<file path="config.mk">
export PLATFORM = sky130hd
export DESIGN_NAME = utf8_tc_step
export DESIGN_NICKNAME = d
export VERILOG_FILES = /design/src/sv/utf8_tc_pkg.sv /design/src/sv/utf8_tc_step.sv
export SDC_FILE = /design/constraint.sdc
export NUM_CORES = 1
export LEC_CHECK = 0
export ABC_AREA = 1
export BUFFER_PORTS_ARGS = -buffer_cell sky130_fd_sc_hd__buf_2
export CAP_MARGIN = 15
export CELL_PAD_IN_SITES_DETAIL_PLACEMENT = 0
export CELL_PAD_IN_SITES_GLOBAL_PLACEMENT = 1
export CORE_MARGIN = 2
export CORE_UTILIZATION = 30
export DETAILED_ROUTE_END_ITERATION = 8
export PLACE_DENSITY_LB_ADDON = 0.1
export SETUP_SLACK_MARGIN = 0.4
export SLEW_MARGIN = 20
export SYNTH_ARGS = -nofsm -noshare
export SYNTH_HDL_FRONTEND = slang
export SYNTH_SLANG_ARGS = --single-unit
</file>
<file path="constraint.sdc">
create_clock -name vclk -period 2.22
set_input_delay 0.444 -clock vclk [all_inputs]
set_output_delay 0.444 -clock vclk [all_outputs]
set_load 0.02 [all_outputs]
</file>
<file path="src/sv/utf8_tc_pkg.sv">
package utf8_tc_pkg;

    localparam int ByteW = 8;

    typedef enum logic [2:0] {
        RULE_NONE = 3'd0,
        RULE_E0   = 3'd1,
        RULE_ED   = 3'd2,
        RULE_F0   = 3'd3,
        RULE_F4   = 3'd4,
        RULE_C2   = 3'd5
    } rule_t;

    typedef struct packed {
        logic        failed;
        logic [1:0]  pending;
        rule_t       rule;
    } tok_state_t;

    localparam tok_state_t StateReset = '{failed: 1'b0, pending: 2'd0, rule: RULE_NONE};

endpackage

</file>
<file path="src/sv/utf8_tc_step.sv">
module utf8_tc_step (
    input  utf8_tc_pkg::tok_state_t        cur_state,
    input  logic [utf8_tc_pkg::ByteW-1:0]  byte_in,
    input  logic                           last_in,
    output utf8_tc_pkg::tok_state_t        next_state,
    output logic                           verdict
);

    utf8_tc_pkg::tok_state_t upd;
    logic                    cont_ok;

    always_comb begin
        case (cur_state.rule)
            utf8_tc_pkg::RULE_E0: cont_ok = (byte_in >= 8'ha0) && (byte_in <= 8'hbf);
            utf8_tc_pkg::RULE_ED: cont_ok = (byte_in >= 8'h80) && (byte_in <= 8'h9f);
            utf8_tc_pkg::RULE_F0: cont_ok = (byte_in >= 8'h90) && (byte_in <= 8'hbf);
            utf8_tc_pkg::RULE_F4: cont_ok = (byte_in >= 8'h80) && (byte_in <= 8'h8f);
            utf8_tc_pkg::RULE_C2: cont_ok = (byte_in >= 8'ha0) && (byte_in <= 8'hbf);
            default:              cont_ok = (byte_in >= 8'h80) && (byte_in <= 8'hbf);
        endcase
    end

    always_comb begin
        upd = cur_state;
        if (!cur_state.failed) begin
            if (cur_state.pending != 2'd0) begin
                if (cont_ok) begin
                    upd.pending = cur_state.pending - 2'd1;
                    upd.rule    = utf8_tc_pkg::RULE_NONE;
                end else begin
                    upd = '{failed: 1'b1, pending: 2'd0, rule: utf8_tc_pkg::RULE_NONE};
                end
            end else if (byte_in <= 8'h7f) begin
                if ((byte_in < 8'h20) || (byte_in == 8'h7f)) begin
                    upd = '{failed: 1'b1, pending: 2'd0, rule: utf8_tc_pkg::RULE_NONE};
                end
            end else if ((byte_in >= 8'hc2) && (byte_in <= 8'hdf)) begin
                upd.pending = 2'd1;
                upd.rule    = (byte_in == 8'hc2) ? utf8_tc_pkg::RULE_C2
                                                 : utf8_tc_pkg::RULE_NONE;
            end else if ((byte_in >= 8'he0) && (byte_in <= 8'hef)) begin
                upd.pending = 2'd2;
                upd.rule    = (byte_in == 8'he0) ? utf8_tc_pkg::RULE_E0 :
                              (byte_in == 8'hed) ? utf8_tc_pkg::RULE_ED :
                                                   utf8_tc_pkg::RULE_NONE;
            end else if ((byte_in >= 8'hf0) && (byte_in <= 8'hf4)) begin
                upd.pending = 2'd3;
                upd.rule    = (byte_in == 8'hf0) ? utf8_tc_pkg::RULE_F0 :
                              (byte_in == 8'hf4) ? utf8_tc_pkg::RULE_F4 :
                                                   utf8_tc_pkg::RULE_NONE;
            end else begin
                upd = '{failed: 1'b1, pending: 2'd0, rule: utf8_tc_pkg::RULE_NONE};
            end
        end
        verdict    = !upd.failed && (upd.pending == 2'd0);
        next_state = last_in ? utf8_tc_pkg::StateReset : upd;
    end

endmodule

</file>
==> qor.txt <==
Synthesized area divided by synthesized cell count -> 4.641 um^2
Critical Path AT -> 1610 ps
Sequential cell area fraction in the yosys report -> 0
# placed instances -> 163
Maximum number of pins on one net before global-route repair -> 12
Hold slack final -> 1139 ps
Type of element capturing the critical path -> primary output
Number of distinct standard cells referenced by the synthesized netlist -> 17
Via count of the first global-routing pass -> 720
Cell count after synthesis -> 117
Count of unresolved DRC violations after routing -> 0
Sum of negative setup slack -> 0 ps
First-pass DRT Iterations -> 4
Die Ht -> 46.55 um
Routed wire length -> 2008 um
1st-iter DRT viols -> 13
Count of vias placed by the detailed router -> 824
Fin util -> 0.5626
Share of synthesized cell area in and, or, nand and nor gates -> 0.6221
Leading post-synthesis cells by cell area -> nand2_1, nor2_1, nand3_1, inv_1, a21oi_1
Adder and majority gate portion of the synthesized area -> 0.02304
Final Max Tran Viols -> 0
Fraction of met3 tracks used by global routing -> 0
Die Outline Area -> 2166 um^2
Count of fill cells added during filler insertion -> 171
Area Overhead vs Synth -> 76.96%
Number of buffers inserted by port buffering -> 22
Vias per inst -> 4.934
Actual transition at the worst max-transition pin -> 374.5 ps
Row cnt -> 15
Top-count cell post-synth -> nand2_1
Relative slew slack -> 0.7500
Xor and xnor area share after synthesis -> 0
First-pass GRT wire length -> 2822 um
Number of non-filler instances in the completed layout -> 167
Hold Violations, Final -> 0
Critical path type -> in2out
Total nets after synthesis -> 133
Top-level port count -> 22
Kind of start point of the critical path -> primary input
Synthesized cell area -> 543.0 um^2
Commonest cells in the synthesized netlist -> nand2_1, nor2_1, inv_1, nand3_1, a21oi_1
Met2 GRT Util -> 0.3083
Effective utilization at floorplan -> 0.3179
Count of nets after finishing -> 160
Diode insertion count for antenna repair -> 0
Largest family of logic cells by synthesized area -> simple AND/OR/NAND/NOR gates
Power density relative to cell area -> 199.1 nW/um^2
Routability Congestion -> 0.7815
Source of the worst hold timing path -> last_in
RSZ-0062 raised after global routing -> true
Half-perimeter wire length after detailed placement -> 1353 um
Die boundary width -> 46.55 um
CP Data Required Time -> 1780 ps
Placeable core region -> 1708 um^2
Max-cap violation count -> 0
Worst-path maximum fanout -> 4
Worst voltage drop across the vdd grid -> 0.09451 mV
Per-cell routed wire length -> 12.02 um
Compound-cell area share of the yosys netlist -> 0.2097
Storage element area -> 0 um^2
Post-route clock period utilization -> 0.9270
GR Overflow Total -> 0
Design Power -> 191.3 uW
Hold crit path type -> in2out
FF+latch count -> 0
Initial antenna violation count -> 0
Setup violation total in the final timing report -> 0
DRT antenna net count -> 0
Fraction of final layout cells with drive strength greater than 1 -> 0.5352
Max Fclk -> 0.4859 GHz
Total of warnings raised by yosys -> 0
Total of clock buffers placed in the layout -> 0
Crit path from -> byte_in[2]
Largest area contributor in the netlist -> nand2_1
Routing usage on met1 -> 0.2391
Share of the synthesized area in the top cell type -> 0.1935
Total Routing Usage GR -> 0.1730
Most utilized layer in the global route result -> met2
Min Tclk post-route -> 2058 ps
Leak pwr -> 0.0004638 uW
Share of synthesized area spent on multiplexers -> 0
Run status -> complete, no violations
==> power breakdown <==
| group | internal, uW | switching [uW] | total [uW] |
|---|---|---|---|
| clock | 0 | 0 | 0 |
| combinational | 80.6 | 111 | 191 |
| sequential | 0 | 0 | 0 |
==> cells in the final DEF, fill, tap and decap left out <==
| cell | count |
|---|---|
| a31oi_1 | 1 |
| nand3_2 | 5 |
| nand2_1 | 17 |
| nand2_4 | 4 |
| clkbuf_4 | 1 |
| inv_4 | 2 |
| nor2_1 | 13 |
| buf_2 | 7 |
| o21ai_1 | 4 |
| inv_2 | 4 |
| a21oi_1 | 2 |
| o21ai_0 | 6 |
| nand4_1 | 3 |
| a21oi_2 | 8 |
| nand3_1 | 8 |
| o31ai_1 | 1 |
| buf_6 | 7 |
| nand2_2 | 13 |
| buf_8 | 1 |
| ha_4 | 1 |
| inv_1 | 11 |
| buf_4 | 9 |
| nor2_2 | 7 |
| buf_12 | 2 |
| nor2_4 | 5 |
==> worst paths after layout <==
kind                        end  slack [ps]  cells past startpoint
setup / recovery  next_state[0]         160                     10
hold / removal    next_state[4]        1140                      3
==> area by class of cell <==
class              instances  area, um^2  area share
inverters                 17       68.82     0.07161
repair buffers            27       244.0      0.2539
multi-input cells         98       616.8      0.6419
well taps                 25       31.28     0.03255
==> metal layers <==
| layer | share of wire | routed length, um |
|---|---|---|
| met5 | 0 | 0 |
| met4 | 0.012 | 25 |
| met3 | 0.023 | 46 |
| met1 | 0.43 | 872 |
| met2 | 0.53 | 1064 |
==> cells by family (layout without fill, tap and decap cells) <==
group | count (synthesis) | count (layout)
compound gates | 22 | 22
fa+ha+maj | 1 | 1
buf+inv | 19 | 44
simple gates | 75 | 75
==> per-stage QoR <==
stage / setup WS, ps / area, um^2
global placement: 15.33 / 695.7
floorplan: 415.2 / 561.8
detailed placement: 40.66 / 695.7
global route: 105.4 / 960.9
finish: 162.1 / 960.9
CTS: 236.9 / 864.6
==> worst max-delay path: stages <==
cell,delay [ps]
buf_6,100
nor2_4,100
buf_4,120
buf_6,90
buf_6,90
nand4_1,110
a21oi_2,140
nand2_1,100
a21oi_2,160
buf_4,170
==> timing repair <==
action	in CTS	in global routing
endpoints found under the hold margin	0	0
setup buffers	3	1
hold buffers	0	0
pin swaps	17	17
gates resized for setup	47	26
setup endpoints to repair	7	7
Note: power is estimated with default switching activity, not from simulation.
